[src/sv/rtfus_pkg.sv]
// rtfus_pkg: shared types, widths and calendar constants for the RTC-to-Unix-seconds pipeline.
// No dependencies; the top level, rtfus_decode, rtfus_date and rtfus_secs use it.
package rtfus_pkg;

    localparam int unsigned BYTE_W = 8;
    localparam int unsigned DAYS_W = 17;
    localparam int unsigned HMS_W  = 20;
    localparam int unsigned SECS_W = 33;

    localparam logic [BYTE_W-1:0] YEAR_PIVOT   = 8'd70;
    localparam logic [BYTE_W-1:0] OFF_20XX     = 8'd30;
    localparam logic [BYTE_W-1:0] OFF_19XX     = 8'd70;
    localparam logic [BYTE_W-1:0] OFF_Y2100    = 8'd130;
    localparam logic [1:0]        LEAP_PHASE   = 2'd2;
    localparam logic [BYTE_W-1:0] MONTH_MAX    = 8'd12;
    localparam logic [BYTE_W-1:0] DATE_MAX     = 8'd31;
    localparam logic [BYTE_W-1:0] FEB          = 8'd2;
    localparam logic [DAYS_W-1:0] DAYS_PER_YR  = 17'd365;
    localparam logic [HMS_W-1:0]  SECS_PER_HR  = 20'd3600;
    localparam logic [HMS_W-1:0]  SECS_PER_MIN = 20'd60;
    localparam logic [SECS_W-1:0] SECS_PER_DAY = 33'd86400;

    typedef struct packed {
        logic              valid;
        logic              bad;
        logic [BYTE_W-1:0] yr;
        logic [BYTE_W-1:0] mon;
        logic [BYTE_W-1:0] dt;
        logic [BYTE_W-1:0] hr;
        logic [BYTE_W-1:0] mi;
        logic [BYTE_W-1:0] se;
    } dec_beat_t;

    typedef struct packed {
        logic              valid;
        logic              bad;
        logic [DAYS_W-1:0] days;
        logic [HMS_W-1:0]  hms;
    } day_beat_t;

    // BCD byte decoded as 10*high+low, no digit check; the raw byte is returned when bin is set
    function automatic logic [BYTE_W-1:0] dec_byte(input logic [BYTE_W-1:0] raw,
                                                   input logic bin);
        logic [BYTE_W-1:0] hi;
        logic [BYTE_W-1:0] lo;
        hi = {4'b0, raw[7:4]};
        lo = {4'b0, raw[3:0]};
        if (bin)
            return raw;
        return (hi << 3) + (hi << 1) + lo;
    endfunction

    // days before the first of the month, month 1..12
    function automatic logic [8:0] month_start(input logic [3:0] m);
        logic [8:0] r;
        unique case (m)
            4'd1:    r = 9'd0;
            4'd2:    r = 9'd31;
            4'd3:    r = 9'd59;
            4'd4:    r = 9'd90;
            4'd5:    r = 9'd120;
            4'd6:    r = 9'd151;
            4'd7:    r = 9'd181;
            4'd8:    r = 9'd212;
            4'd9:    r = 9'd243;
            4'd10:   r = 9'd273;
            4'd11:   r = 9'd304;
            4'd12:   r = 9'd334;
            default: r = 9'd0;
        endcase
        return r;
    endfunction

endpackage

[src/sv/rtc_fields_to_unix_seconds_top.sv]
// rtc_fields_to_unix_seconds_top: RTC register bytes to 33-bit Unix seconds.
// Pipeline stages, start beat to done strobe: decode, day count, multiply, add.
// Throughput: one beat per cycle; busy stays low, the pipeline never stalls.
// Reset: async active low clears all valid bits and binary_mode (BCD).
// Depends on rtfus_pkg, rtfus_decode, rtfus_date, rtfus_secs.
module rtc_fields_to_unix_seconds_top (
    input  logic        clk,
    input  logic        rst_n,
    input  logic        start,
    output logic        busy,
    input  logic [7:0]  year_raw,
    input  logic [7:0]  month_raw,
    input  logic [7:0]  date_raw,
    input  logic [7:0]  hour_raw,
    input  logic [7:0]  minute_raw,
    input  logic [7:0]  second_raw,
    input  logic        cfg_valid,
    output logic        cfg_ready,
    input  logic        cfg_data,
    output logic        done,
    output logic [32:0] unix_seconds,
    output logic        bad_date
);

    logic                 binary_mode_reg;
    rtfus_pkg::dec_beat_t dec_beat;
    rtfus_pkg::day_beat_t day_beat;

    assign busy      = 1'b0;
    assign cfg_ready = 1'b1;

    always_ff @(posedge clk or negedge rst_n)
    begin
        if (!rst_n)
            binary_mode_reg <= 1'b0;
        else if (cfg_valid && cfg_ready)
            binary_mode_reg <= cfg_data;
    end

    rtfus_decode u_decode (
        .clk         (clk),
        .rst_n       (rst_n),
        .in_valid    (start && !busy),
        .binary_mode (binary_mode_reg),
        .year_raw    (year_raw),
        .month_raw   (month_raw),
        .date_raw    (date_raw),
        .hour_raw    (hour_raw),
        .minute_raw  (minute_raw),
        .second_raw  (second_raw),
        .dec_out     (dec_beat)
    );

    rtfus_date u_date (
        .clk     (clk),
        .rst_n   (rst_n),
        .dec_in  (dec_beat),
        .day_out (day_beat)
    );

    rtfus_secs u_secs (
        .clk          (clk),
        .rst_n        (rst_n),
        .day_in       (day_beat),
        .done         (done),
        .unix_seconds (unix_seconds),
        .bad_date     (bad_date)
    );

endmodule

[src/sv/rtfus_decode.sv]
// rtfus_decode: stage 1, BCD/binary byte decode and month/date range check.
// Depends on rtfus_pkg.
module rtfus_decode (
    input  logic                     clk,
    input  logic                     rst_n,
    input  logic                     in_valid,
    input  logic                     binary_mode,
    input  logic [7:0]               year_raw,
    input  logic [7:0]               month_raw,
    input  logic [7:0]               date_raw,
    input  logic [7:0]               hour_raw,
    input  logic [7:0]               minute_raw,
    input  logic [7:0]               second_raw,
    output rtfus_pkg::dec_beat_t     dec_out
);

    rtfus_pkg::dec_beat_t dec_next;
    rtfus_pkg::dec_beat_t dec_reg;
    logic                 valid_reg;

    always_comb
    begin
        dec_next.valid = in_valid;
        dec_next.yr    = rtfus_pkg::dec_byte(year_raw,   binary_mode);
        dec_next.mon   = rtfus_pkg::dec_byte(month_raw,  binary_mode);
        dec_next.dt    = rtfus_pkg::dec_byte(date_raw,   binary_mode);
        dec_next.hr    = rtfus_pkg::dec_byte(hour_raw,   binary_mode);
        dec_next.mi    = rtfus_pkg::dec_byte(minute_raw, binary_mode);
        dec_next.se    = rtfus_pkg::dec_byte(second_raw, binary_mode);
        dec_next.bad   = (dec_next.mon == 8'd0) || (dec_next.mon > rtfus_pkg::MONTH_MAX)
                      || (dec_next.dt == 8'd0) || (dec_next.dt > rtfus_pkg::DATE_MAX);
    end

    always_ff @(posedge clk or negedge rst_n)
    begin
        if (!rst_n)
            valid_reg <= 1'b0;
        else
            valid_reg <= dec_next.valid;
    end

    always_ff @(posedge clk)
    begin
        dec_reg <= dec_next;
    end

    always_comb
    begin
        dec_out       = dec_reg;
        dec_out.valid = valid_reg;
    end

endmodule

[src/sv/rtfus_date.sv]
// rtfus_date: stage 2, day count since 1970-01-01 and time-of-day seconds.
// Depends on rtfus_pkg.
module rtfus_date (
    input  logic                  clk,
    input  logic                  rst_n,
    input  rtfus_pkg::dec_beat_t  dec_in,
    output rtfus_pkg::day_beat_t  day_out
);

    logic [7:0]  off;
    logic [8:0]  off_p1;
    logic [5:0]  leaps;
    logic        past_2100;
    logic        leap_yr;
    logic        leap_adj;
    logic [16:0] year_days;
    logic [7:0]  dt_m1;

    rtfus_pkg::day_beat_t day_next;
    rtfus_pkg::day_beat_t day_reg;
    logic                 valid_reg;

    always_comb
    begin
        if (dec_in.yr < rtfus_pkg::YEAR_PIVOT)
            off = dec_in.yr + rtfus_pkg::OFF_20XX;
        else
            off = dec_in.yr - rtfus_pkg::OFF_19XX;
        off_p1    = {1'b0, off} + 9'd1;
        past_2100 = off > rtfus_pkg::OFF_Y2100;
        // leap years in 1970..year-1; 2000 counts, 2100 does not
        leaps     = off_p1[7:2] - {5'b0, past_2100};
        leap_yr   = (off[1:0] == rtfus_pkg::LEAP_PHASE) && (off != rtfus_pkg::OFF_Y2100);
        leap_adj  = leap_yr && (dec_in.mon > rtfus_pkg::FEB);
        year_days = {9'b0, off} * rtfus_pkg::DAYS_PER_YR + {11'b0, leaps};
        dt_m1     = dec_in.dt - 8'd1;

        day_next.valid = dec_in.valid;
        day_next.bad   = dec_in.bad;
        day_next.days  = year_days
                       + {8'b0, rtfus_pkg::month_start(dec_in.mon[3:0])}
                       + {9'b0, dt_m1}
                       + {16'b0, leap_adj};
        day_next.hms   = {12'b0, dec_in.hr} * rtfus_pkg::SECS_PER_HR
                       + {12'b0, dec_in.mi} * rtfus_pkg::SECS_PER_MIN
                       + {12'b0, dec_in.se};
    end

    always_ff @(posedge clk or negedge rst_n)
    begin
        if (!rst_n)
            valid_reg <= 1'b0;
        else
            valid_reg <= day_next.valid;
    end

    always_ff @(posedge clk)
    begin
        day_reg <= day_next;
    end

    always_comb
    begin
        day_out       = day_reg;
        day_out.valid = valid_reg;
    end

endmodule

[src/sv/rtfus_secs.sv]
// rtfus_secs: stages 3 and 4, days times 86400, then add time of day into the result register (zero for a bad date).
// Depends on rtfus_pkg.
module rtfus_secs (
    input  logic                  clk,
    input  logic                  rst_n,
    input  rtfus_pkg::day_beat_t  day_in,
    output logic                  done,
    output logic [32:0]           unix_seconds,
    output logic                  bad_date
);

    logic        s3_valid_reg;
    logic        s3_bad_reg;
    logic [32:0] s3_prod_reg;
    logic [32:0] s3_prod_next;
    logic [19:0] s3_hms_reg;

    logic        done_reg;
    logic        bad_date_reg;
    logic [32:0] secs_reg;
    logic [32:0] secs_next;

    assign s3_prod_next = {16'b0, day_in.days} * rtfus_pkg::SECS_PER_DAY;
    assign secs_next    = s3_bad_reg ? 33'd0 : s3_prod_reg + {13'b0, s3_hms_reg};

    always_ff @(posedge clk or negedge rst_n)
    begin
        if (!rst_n)
        begin
            s3_valid_reg <= 1'b0;
            done_reg     <= 1'b0;
        end
        else
        begin
            s3_valid_reg <= day_in.valid;
            done_reg     <= s3_valid_reg;
        end
    end

    always_ff @(posedge clk)
    begin
        s3_bad_reg   <= day_in.bad;
        s3_prod_reg  <= s3_prod_next;
        s3_hms_reg   <= day_in.hms;
        bad_date_reg <= s3_bad_reg;
        secs_reg     <= secs_next;
    end

    assign done         = done_reg;
    assign unix_seconds = secs_reg;
    assign bad_date     = bad_date_reg;

endmodule

[config.mk]
export PLATFORM = sky130hd
export DESIGN_NAME = rtc_fields_to_unix_seconds_top
export DESIGN_NICKNAME = d
export VERILOG_FILES = /design/src/sv/rtfus_pkg.sv /design/src/sv/rtc_fields_to_unix_seconds_top.sv /design/src/sv/rtfus_decode.sv /design/src/sv/rtfus_date.sv /design/src/sv/rtfus_secs.sv
export SDC_FILE = /design/constraint.sdc
export NUM_CORES = 1
export LEC_CHECK = 0
export BUFFER_PORTS_ARGS = -buffer_cell sky130_fd_sc_hd__buf_4
export CORE_AREA = 2 2 210 212
export DETAILED_ROUTE_END_ITERATION = 10
export DIE_AREA = 0 0 212 214
export PLACE_DENSITY_LB_ADDON = 0.1
export REMOVE_ABC_BUFFERS = 1
export SLEW_MARGIN = 40
export SYNTH_ARGS = -nofsm -noshare
export SYNTH_HDL_FRONTEND = slang
export SYNTH_SLANG_ARGS = --single-unit
[constraint.sdc]
create_clock -name clk -period 10.27 [get_ports clk]
set_input_delay 0 -clock clk [delete_from_list [all_inputs] [get_ports clk]]
set_output_delay 0 -clock clk [all_outputs]
set_load 0.05 [all_outputs]
==> reports/qor.csv, run 1 <==
stage,metric,value,unit
global_route,track_usage,0.1467,
sta,drv_slew,0,
detailed_routing,drt_iter0_drc,412,
logic_synthesis,synth.distinct_cells,83,
clock_tree,cts_root_buf,clkbuf_16,
clock_tree,cts_tree,built,
setup_path,path_class,flop to flop,
placed_design,dp.final_hpwl,26230,um
global_route,overflow,0,
setup_path,critPathSlowestCell,dfxtp_1,
finish,largest_reg_flops,49,
finish,final_common_cell,ha_1,
min_path,whs_path_depth,4,
global_route,antenna_found_initial,0,
detailed_routing,routedWlPerCell,13.55,um
sta,rsz0062_at_grt,no,
logic_synthesis,synth-edff-count,0,
clock_tree,post_cts_buffers,0,
finish,layout_common_cells,"288 x ha_1, 258 x inv_1, 176 x dfxtp_1, 113 x fa_1, 89 x buf_4",
finish,drive_above_1_share,0.09705,
setup_path,max_stage_delay,0.73,ns
detailed_routing,drt-met1-wl,15980,um
logic_synthesis,synthFlopType,dfxtp_1,
placed_design,dp_slack,2.431,ns
logic_synthesis,yosysSeqAreaShare,0.2381,
finish,diodes,0,
finish,post-route-util,0.4169,
clock_tree,cts_buffers,17,
detailed_routing,route.detailed.drc,0,
setup_path,critPathArrivalTime,8.20,ns
clock_tree,insertion_delay,0.46,ns
detailed_routing,viasPerCell,4.659,
flow_run,cap_violations,0,
sta,setup_viol,0,
sta,whs,0.03682,ns
setup_path,critPathMaxFanout,14,
clock_tree,cts_resized,0,
sta,finalHoldViolations,0,
die,rows,76,
detailed_routing,met2WireLength,14550,um
setup_path,end_kind,flop,
detailed_routing,drt_pass1_iterations,4,
finish,fillers,4259,
clock_tree,clock_path_buffers,2,
placed_design,gp_congestion,0.8166,
placed_design,port_buffers,87,
logic_synthesis,ys_seq_elements,182,
logic_synthesis,yosys_warnings,0,
min_path,hp-start,month_raw[3],
sta,min_period_over_period,0.7658,
die,ioPinCount,90,
detailed_routing,ant_nets,0,
sta,fin_crit,7.865,ns
setup_path,crit_path_frequent_cell,inv_1,
global_route,grt_pass1_wl,53690,um
logic_synthesis,netlist_instances,1608,
setup_path,r2r-start,u_decode.dec_out[41],
clock_tree,clock_sinks,182,
clock_tree,cts_hold_buf,59,
die,initial_utilization,0.3593,
detailed_routing,wl_met3,752,um
finish,nets,2203,
die,die_area,45370,um^2
clock_tree,cts.clk_slew.worst_paths,0.07,ns
die,die_y,214,um
setup_path,cp_data_required_time,10.61,ns
sta,fin_setup_tns,0,ns
detailed_routing,dr.max_layer_used,met4,
die,die_w,212,um
sta,max_freq,127.1,MHz
detailed_routing,drt-total-wl,31810,um
setup_path,r2r-end,u_date.day_out[31],
detailed_routing,vias,10940,
sta,fin_skew,0.01589,ns
outcome,outcome,completed,
setup_path,start_kind,flop,
global_route,grt_max_degree,48,
logic_synthesis,syn_avg_cell_area,9.583,um^2
global_route,grt_pass1_vias,11020,
logic_synthesis,async_flop_share,0.02747,
finish,syn2layout_area_growth,16.04,%
min_path,holdCritPathClass,primary input to flop,
die,fp.coreArea,42890,um^2
setup_path,r2r_slack,2.41,ns
clock_tree,cts_max_level,4,
sta,setup_slack,2.405,ns
setup_path,r2r_cells,30,
sta,worst_pin_slew,0.7067,ns
logic_synthesis,syn_area,15410,um^2
sta,slew_headroom,0.5196,
==> layer usage <==
layer | vias to the layer above | global-route usage
met5 | - | 0
met4 | 0 | 0.04671
met3 | 29 | 0.02243
met2 | 127 | 0.2402
met1 | 5039 | 0.1976
li1 | 5740 | -
==> worst max path at each step <==
stage	depth (start not counted)	slack, ns	endpoint	from
after floorplan	30	3.55	u_date.day_out[31]	u_decode.dec_out[41]
after global placement	30	2.52	u_date.day_out[31]	u_decode.dec_out[41]
after detailed placement	30	2.43	u_date.day_out[31]	u_decode.dec_out[41]
after CTS	30	2.42	u_date.day_out[31]	u_decode.dec_out[41]
after global routing	28	1.81	u_date.day_out[35]	u_decode.dec_out[41]
final	30	2.41	u_date.day_out[31]	u_decode.dec_out[41]
==> synth_stat cells (all sizes together), types with 3 or more instances <==
| library cell | n | share of area |
|---|---|---|
| o21bai | 9 | 0.0044 |
| nand4 | 12 | 0.0049 |
| nor4 | 6 | 0.0028 |
| mux2i | 7 | 0.0045 |
| or4 | 3 | 0.0015 |
| o22ai | 6 | 0.0024 |
| o311ai | 7 | 0.0040 |
| xor2 | 39 | 0.022 |
| a211oi | 18 | 0.0091 |
| a211o | 7 | 0.0040 |
| and3 | 6 | 0.0028 |
| and4 | 4 | 0.0023 |
| nor2 | 81 | 0.021 |
| or3 | 8 | 0.0032 |
| inv | 259 | 0.063 |
| o21ai | 74 | 0.024 |
| nor2b | 25 | 0.010 |
| o31ai | 3 | 0.0015 |
| nand3 | 19 | 0.0062 |
| fa | 113 | 0.15 |
| o31a | 9 | 0.0051 |
| or2 | 5 | 0.0020 |
| a41oi | 4 | 0.0023 |
| buf | 15 | 0.0061 |
| mux2 | 22 | 0.016 |
| and2 | 4 | 0.0016 |
| nand3b | 4 | 0.0019 |
| nor3 | 28 | 0.010 |
| a21oi | 81 | 0.028 |
| xnor2 | 61 | 0.035 |
| dfxtp | 177 | 0.23 |
| nand2 | 76 | 0.019 |
| a2111oi | 4 | 0.0023 |
| o21a | 16 | 0.0078 |
| o211ai | 6 | 0.0032 |
| dfrtp | 5 | 0.0081 |
| nor3b | 6 | 0.0029 |
| a21o | 29 | 0.014 |
| clkbuf | 11 | 0.0029 |
| a21boi | 5 | 0.0024 |
| ha | 288 | 0.23 |
| nand2b | 10 | 0.0042 |
| a31oi | 9 | 0.0041 |
==> kinds of logic after synthesis <==
family / Yosys count / synth area share
other: 2 / 0.0004874
flip-flops: 182 / 0.2381
AND/OR/NAND/NOR: 301 / 0.09816
XOR/XNOR: 101 / 0.05830
AO/OA/AOI/OAI: 307 / 0.1316
multiplexers: 29 / 0.02062
buffers and inverters: 285 / 0.07210
adder cells (fa/ha/maj): 401 / 0.3806
==> critical path, delay by kind of cell, from the launching register on <==
family | cells | cell delay (ns)
and+or+nand+nor | 7 | 1.56
DFF | 1 | 0.73
AOI/OAI and AO/OA | 11 | 2.19
buffers and inverters | 6 | 0.79
adders and majority gates | 6 | 2.49
==> final cells by class <==
class | count | area (um^2) | share of cell area
Timing Repair Buffer | 148 | 1259 | 0.07039
Clock inverter | 13 | 158.9 | 0.008887
Tap cell | 585 | 732.0 | 0.04093
Multi-Input combinational cell | 1141 | 10640 | 0.5948
Inverter | 259 | 972.2 | 0.05437
Sequential cell | 182 | 3671 | 0.2053
Clock buffer | 19 | 452.9 | 0.02533
==> through the flow <==
stage | std cells | instance area, um^2
floorplan | 1582 | 15270
global placement | 2256 | 16670
detailed placement | 2256 | 16680
CTS | 2347 | 17880
global route | 2347 | 17880
finish | 2347 | 17880
Power of run 1 is not shown: default switching activity piles up to over one toggle a cycle in this logic, so the estimate is an artifact.
==> run 2, diff against run 1 <==
- clock period: 10.27 -> 7.9 ns (I/O delays scaled with it)
==> run 2 against run 1 <==
Global-route usage is 0.25 points higher. Maximum frequency grew 8.4%. Core utilization rose by 0.093 points. Register-to-register slack got worse by 1.8 ns. First-iteration DRC count up 0.24%. Critical endpoint unchanged.
==> reports/qor.csv, run 2 (synthesized netlist as in run 1, its figures left out) <==
stage,metric,value,unit,change
finish,diodes,0,,unchanged
clock_tree,clock_path_buffers,2,,unchanged
global_route,track_usage,0.1492,,+0.002508
detailed_routing,ant_nets,0,,unchanged
setup_path,critPathSlowestCell,dfxtp_1,,
setup_path,end_kind,flop,,
min_path,holdCritPathClass,primary input to flop,,
min_path,hp-start,minute_raw[0],,
sta,finalHoldViolations,0,,unchanged
flow_run,cap_violations,0,,unchanged
setup_path,max_stage_delay,0.55,ns,-0.18 ns
die,die_y,214,um,unchanged
sta,worst_pin_slew,0.6718,ns,-0.03488 ns
die,rows,76,,unchanged
detailed_routing,route.detailed.drc,0,,unchanged
sta,fin_crit,7.258,ns,-0.6070 ns
outcome,outcome,completed,,
die,die_w,212,um,unchanged
setup_path,crit_path_frequent_cell,inv_1,,
detailed_routing,drt_iter0_drc,413,,+0.24%
die,initial_utilization,0.3593,,unchanged
die,ioPinCount,90,,unchanged
sta,setup_viol,0,,unchanged
clock_tree,cts_root_buf,clkbuf_16,,
finish,drive_above_1_share,0.09599,,-0.001058
detailed_routing,drt-total-wl,31870,um,+0.19%
global_route,grt_pass1_vias,11090,,+0.63%
clock_tree,clock_sinks,182,,unchanged
placed_design,gp_congestion,0.8255,,+1.1%
die,fp.coreArea,42890,um^2,unchanged
clock_tree,cts.clk_slew.worst_paths,0.07,ns,about the same
finish,nets,2213,,+0.45%
finish,layout_common_cells,"288 x ha_1, 258 x inv_1, 176 x dfxtp_1, 113 x fa_1, 92 x buf_4",,
sta,fin_setup_tns,0,ns,unchanged
setup_path,start_kind,flop,,
sta,fin_skew,0.009566,ns,-0.006326 ns
sta,min_period_over_period,0.9187,,+0.1529
clock_tree,insertion_delay,0.47,ns,about the same
clock_tree,cts_resized,0,,unchanged
finish,final_common_cell,ha_1,,
sta,drv_slew,0,,unchanged
detailed_routing,routedWlPerCell,13.53,um,-0.19%
setup_path,r2r-start,u_decode.dec_out[42],,
global_route,grt_max_degree,48,,unchanged
detailed_routing,vias,11000,,+0.59%
min_path,holdPathEnd,u_decode.dec_out[8],,
placed_design,dp.final_hpwl,26350,um,+0.44%
sta,max_freq,137.8,MHz,+8.4%
clock_tree,cts_max_level,4,,unchanged
finish,syn2layout_area_growth,16.30,%,
detailed_routing,drt_pass1_iterations,4,,unchanged
setup_path,critPathMaxFanout,9,,-5
clock_tree,cts_tree,built,,
min_path,whs_path_depth,2,,-2
finish,largest_reg_flops,49,,unchanged
global_route,antenna_found_initial,0,,unchanged
detailed_routing,viasPerCell,4.669,,+0.21%
clock_tree,cts_buffers,17,,unchanged
global_route,overflow,0,,unchanged
sta,slew_headroom,0.5433,,+0.02371
placed_design,port_buffers,87,,unchanged
setup_path,r2r_slack,0.64,ns,-1.76 ns
sta,rsz0062_at_grt,no,,
setup_path,r2r-end,u_date.day_out[31],,
global_route,grt_pass1_wl,54140,um,+0.84%
die,die_area,45370,um^2,unchanged
setup_path,critPathArrivalTime,7.61,ns,-0.59 ns
setup_path,path_class,flop to flop,,
setup_path,r2r_cells,29,,-3.3%
setup_path,cp_data_required_time,8.26,ns,-2.35 ns
-- run 2: cell types whose count changed in the layout (fill, tap and decap cells not counted), sizes merged --
cell	before	now
bufinv	2	1
dlygate4sd3	59	66
buf	89	92
inv	267	261
clkinv	2	5
clkbuf	19	22
-- run 2: how the worst max path moves through the flow --
stage                         start  slack (ns)  depth (start not counted)                  to
3_3_place_gp   u_decode.dec_out[42]        0.73                         29  u_date.day_out[31]
2_1_floorplan  u_decode.dec_out[41]        1.18                         30  u_date.day_out[31]
3_5_place_dp   u_decode.dec_out[42]        0.65                         29  u_date.day_out[31]
6_report       u_decode.dec_out[42]        0.64                         29  u_date.day_out[31]
4_1_cts        u_decode.dec_out[42]        0.62                         29  u_date.day_out[31]
5_1_grt        u_decode.dec_out[42]        0.05                         29  u_date.day_out[35]
-- run 2: metrics by stage --
step                cells  setup slack, ns  hold slack (ns)  area [um^2]    util
finish               2356           0.6421           0.1684        17920  0.4179
detailed placement   2259           0.6542          -0.1982        16700  0.3894
global placement     2259           0.7270          -0.1966        16700  0.3893
global route         2356          0.05265           0.1420        17920  0.4179
CTS                  2356           0.6230           0.1166        17920  0.4178
floorplan            1582            1.182          -0.2956        15270       -
-- run 2: critical path, delay by kind of cell (launching register included) --
kind,cells,cell delay [ns]
fa+ha+maj,6,2.44
compound gates,11,2.36
simple gates,6,1.36
flops,1,0.55
buf+inv,6,0.41
-- run 2: area by class of cell --
| cell class | instances | area [um^2] |
|---|---|---|
| clock inverter | 9 | 95.09 |
| inverter | 259 | 972.2 |
| sequential | 182 | 3671 |
| multi-input combinational | 1141 | 10640 |
| clock buffer | 22 | 464.2 |
| fill | 4264 | 24970 |
| tap | 585 | 732.0 |
| timing repair buffer | 158 | 1351 |
-- run 2: layer usage --
metal  vias up  global-route usage  part of all wire
met1      5092              0.1957              0.49
met2       122              0.2423              0.46
met3        37             0.02698             0.025
li1       5749                   -                 -
met4         0             0.05892             0.022
met5         -                   0                 0
-- run 2: timing repair --
item,CTS,global route
hold buffers,66,0
setup buffers,0,0
endpoints found under the hold margin,62,0
Power of run 2 is left out for the same reason.
==> run 3, diff against run 2 <==
--- a/config.mk
+++ b/config.mk
@@ -6,8 +6,8 @@
 export NUM_CORES = 1
 export LEC_CHECK = 0
-export BUFFER_PORTS_ARGS = -buffer_cell sky130_fd_sc_hd__buf_4
-export CORE_AREA = 2 2 210 212
+export BUFFER_PORTS_ARGS = -buffer_cell sky130_fd_sc_hd__buf_2
+export CORE_AREA = 2 2 185 187
 export DETAILED_ROUTE_END_ITERATION = 10
-export DIE_AREA = 0 0 212 214
+export DIE_AREA = 0 0 187 189
 export PLACE_DENSITY_LB_ADDON = 0.1
 export REMOVE_ABC_BUFFERS = 1
==> constraint.sdc (replaced) <==
create_clock -name clk -period 7.9 [get_ports clk]
set_input_delay 1.975 -clock clk [delete_from_list [all_inputs] [get_ports clk]]
set_output_delay 1.975 -clock clk [all_outputs]
set_load 0.05 [all_outputs]
==> run 3 against run 2 <==
Global-route usage is 2.5 points higher. Via count is 3.0% lower. Core utilization is 9.0 points higher. Largest cell class unchanged. First-iteration DRC count is 24% lower. Wire length is 8.6% lower. Critical path depth is 1 lower. Cell area is 5.7% lower. Die area is 22% lower. Critical path type unchanged. Hold slack better by 0.15 ns.
==> reports/qor.csv, run 3 (synthesized netlist as in run 1, its figures left out) <==
stage,metric,value,unit,change
sta,finalHoldViolations,0,,unchanged
clock_tree,cts_max_level,4,,unchanged
setup_path,cp_data_required_time,8.23,ns,-0.03 ns
detailed_routing,viasPerCell,4.962,,+6.3%
finish,design_area,16890,um^2,-5.7%
finish,largest_reg_flops,49,,unchanged
finish,syn2layout_area_growth,9.614,%,
clock_tree,cts.clk_slew.worst_paths,0.07,ns,about the same
global_route,gr-usage-met2,0.2930,,+0.05067
global_route,busiest_layer,met2,,
finish,final_common_cell,ha_1,,
detailed_routing,routedWlPerCell,13.54,um,about the same
die,fp.coreArea,33280,um^2,-22%
finish,diodes,0,,unchanged
setup_path,max_stage_delay,0.70,ns,+0.15 ns
finish,drive_above_1_share,0.1016,,+0.005594
min_path,whs_path_depth,0,,-2
placed_design,port_buffers,87,,unchanged
clock_tree,insertion_delay,0.45,ns,-0.02 ns
placed_design,place_area,16290,um^2,-2.5%
die,die_area,35340,um^2,-22%
setup_path,crit_path_frequent_cell,inv_1,,
die,initial_utilization,0.4630,,+0.1037
die,die_w,187,um,-12%
sta,setup_viol,0,,unchanged
global_route,track_usage,0.1744,,+0.02520
placed_design,gp_congestion,0.8425,,+2.1%
global_route,antenna_found_initial,0,,unchanged
global_route,grt_pass1_vias,10640,,-4.1%
sta,drv_slew,0,,unchanged
clock_tree,clock_path_buffers,2,,unchanged
clock_tree,cts_hold_buf,0,,-100%
clock_tree,cts_tree,built,,
sta,fin_crit,7.300,ns,+0.04229 ns
outcome,outcome,completed,,
detailed_routing,route.detailed.drc,0,,unchanged
die,rows,67,,-12%
flow_run,cap_violations,0,,unchanged
clock_tree,cts_resized,0,,unchanged
sta,setup_slack,0.5999,ns,-0.04229 ns
setup_path,r2r_cells,28,,-3.4%
detailed_routing,vias,10670,,-3.0%
global_route,grt_pass1_wl,50600,um,-6.5%
sta,worst_pin_slew,0.6754,ns,+0.003559 ns
global_route,grt_use_met1,0.2333,,+0.03763
sta,min_period_over_period,0.9241,,+0.005353
global_route,use_met3,0.03225,,+0.005277
detailed_routing,ant_nets,0,,unchanged
setup_path,start_kind,flop,,
finish,nets,2144,,-3.1%
setup_path,path_class,flop to flop,,
detailed_routing,drt_pass1_iterations,4,,unchanged
min_path,holdCritPathClass,flop to flop,,
global_route,overflow,0,,unchanged
setup_path,critPathArrivalTime,7.63,ns,+0.02 ns
sta,fin_setup_tns,0,ns,unchanged
placed_design,dp.final_hpwl,24510,um,-7.0%
detailed_routing,drt_iter0_drc,312,,-24%
sta,max_freq,137.0,MHz,-0.58%
placed_design,dp_slack,0.5729,ns,-0.08123 ns
sta,fin_skew,0.01192,ns,+0.002351 ns
die,die_y,189,um,-12%
setup_path,critPathMaxFanout,13,,+4
clock_tree,cts_buffers,17,,unchanged
global_route,grt_max_degree,62,,+29%
setup_path,end_kind,flop,,
die,ioPinCount,90,,unchanged
clock_tree,post_cts_buffers,0,,unchanged
finish,layout_common_cells,"288 x ha_1, 258 x inv_1, 174 x dfxtp_1, 113 x fa_1, 87 x buf_2",,
detailed_routing,drt-total-wl,29120,um,-8.6%
setup_path,critPathSlowestCell,dfxtp_1,,
clock_tree,cts_root_buf,clkbuf_16,,
clock_tree,clock_sinks,182,,unchanged
sta,slew_headroom,0.5409,,-0.002419
sta,rsz0062_at_grt,no,,
## run 3: path summary, 6_finish.rpt
kind / startpoint / end / slack, ns
max reg2reg: u_decode.dec_out[43] / u_date.day_out[31] / 0.60
max in group asynchronous: rst_n / binary_mode_reg / 6.43
max: u_decode.dec_out[43] / u_date.day_out[31] / 0.60
min in group asynchronous: rst_n / u_secs.s3_valid_reg / 1.32
min: u_date.day_out[11] / u_secs.s3_hms_reg[11] / 0.32
min reg2reg: u_date.day_out[11] / u_secs.s3_hms_reg[11] / 0.32
## run 3: final cells by class
type | instances | area (um^2)
clock buffer | 18 | 439.2
clock inverter | 14 | 155.1
multi-input combinational | 1141 | 10640
timing repair buffer | 89 | 450.4
fill | 3126 | 16390
inverter | 259 | 972.2
sequential | 182 | 3679
tap | 448 | 560.5
## run 3: metrics by stage
stage / hold slack [ns] / cells / utilization
after floorplan: 0.3096 / 1582 / -
after global placement: 0.3107 / 2119 / 0.4893
after detailed placement: 0.3121 / 2119 / 0.4895
after CTS: 0.3210 / 2151 / 0.5074
after global routing: 0.3212 / 2151 / 0.5075
final: 0.3192 / 2151 / 0.5075
## run 3: metal layers
metal	vias up	share of wire
met5	-	0
met4	0	0.010
met3	18	0.031
met2	140	0.46
met1	4895	0.50
li1	5621	-
## run 3: critical path: cells and delay by family (launching register included)
kind                     cells  cell delay (ns)
AO/OA/AOI/OAI               11             2.47
adder cells (fa/ha/maj)      5             2.07
AND/OR/NAND/NOR              7             1.48
flip-flops                   1             0.70
buffers and inverters        5             0.45
Power of run 3 is left out for the same reason.
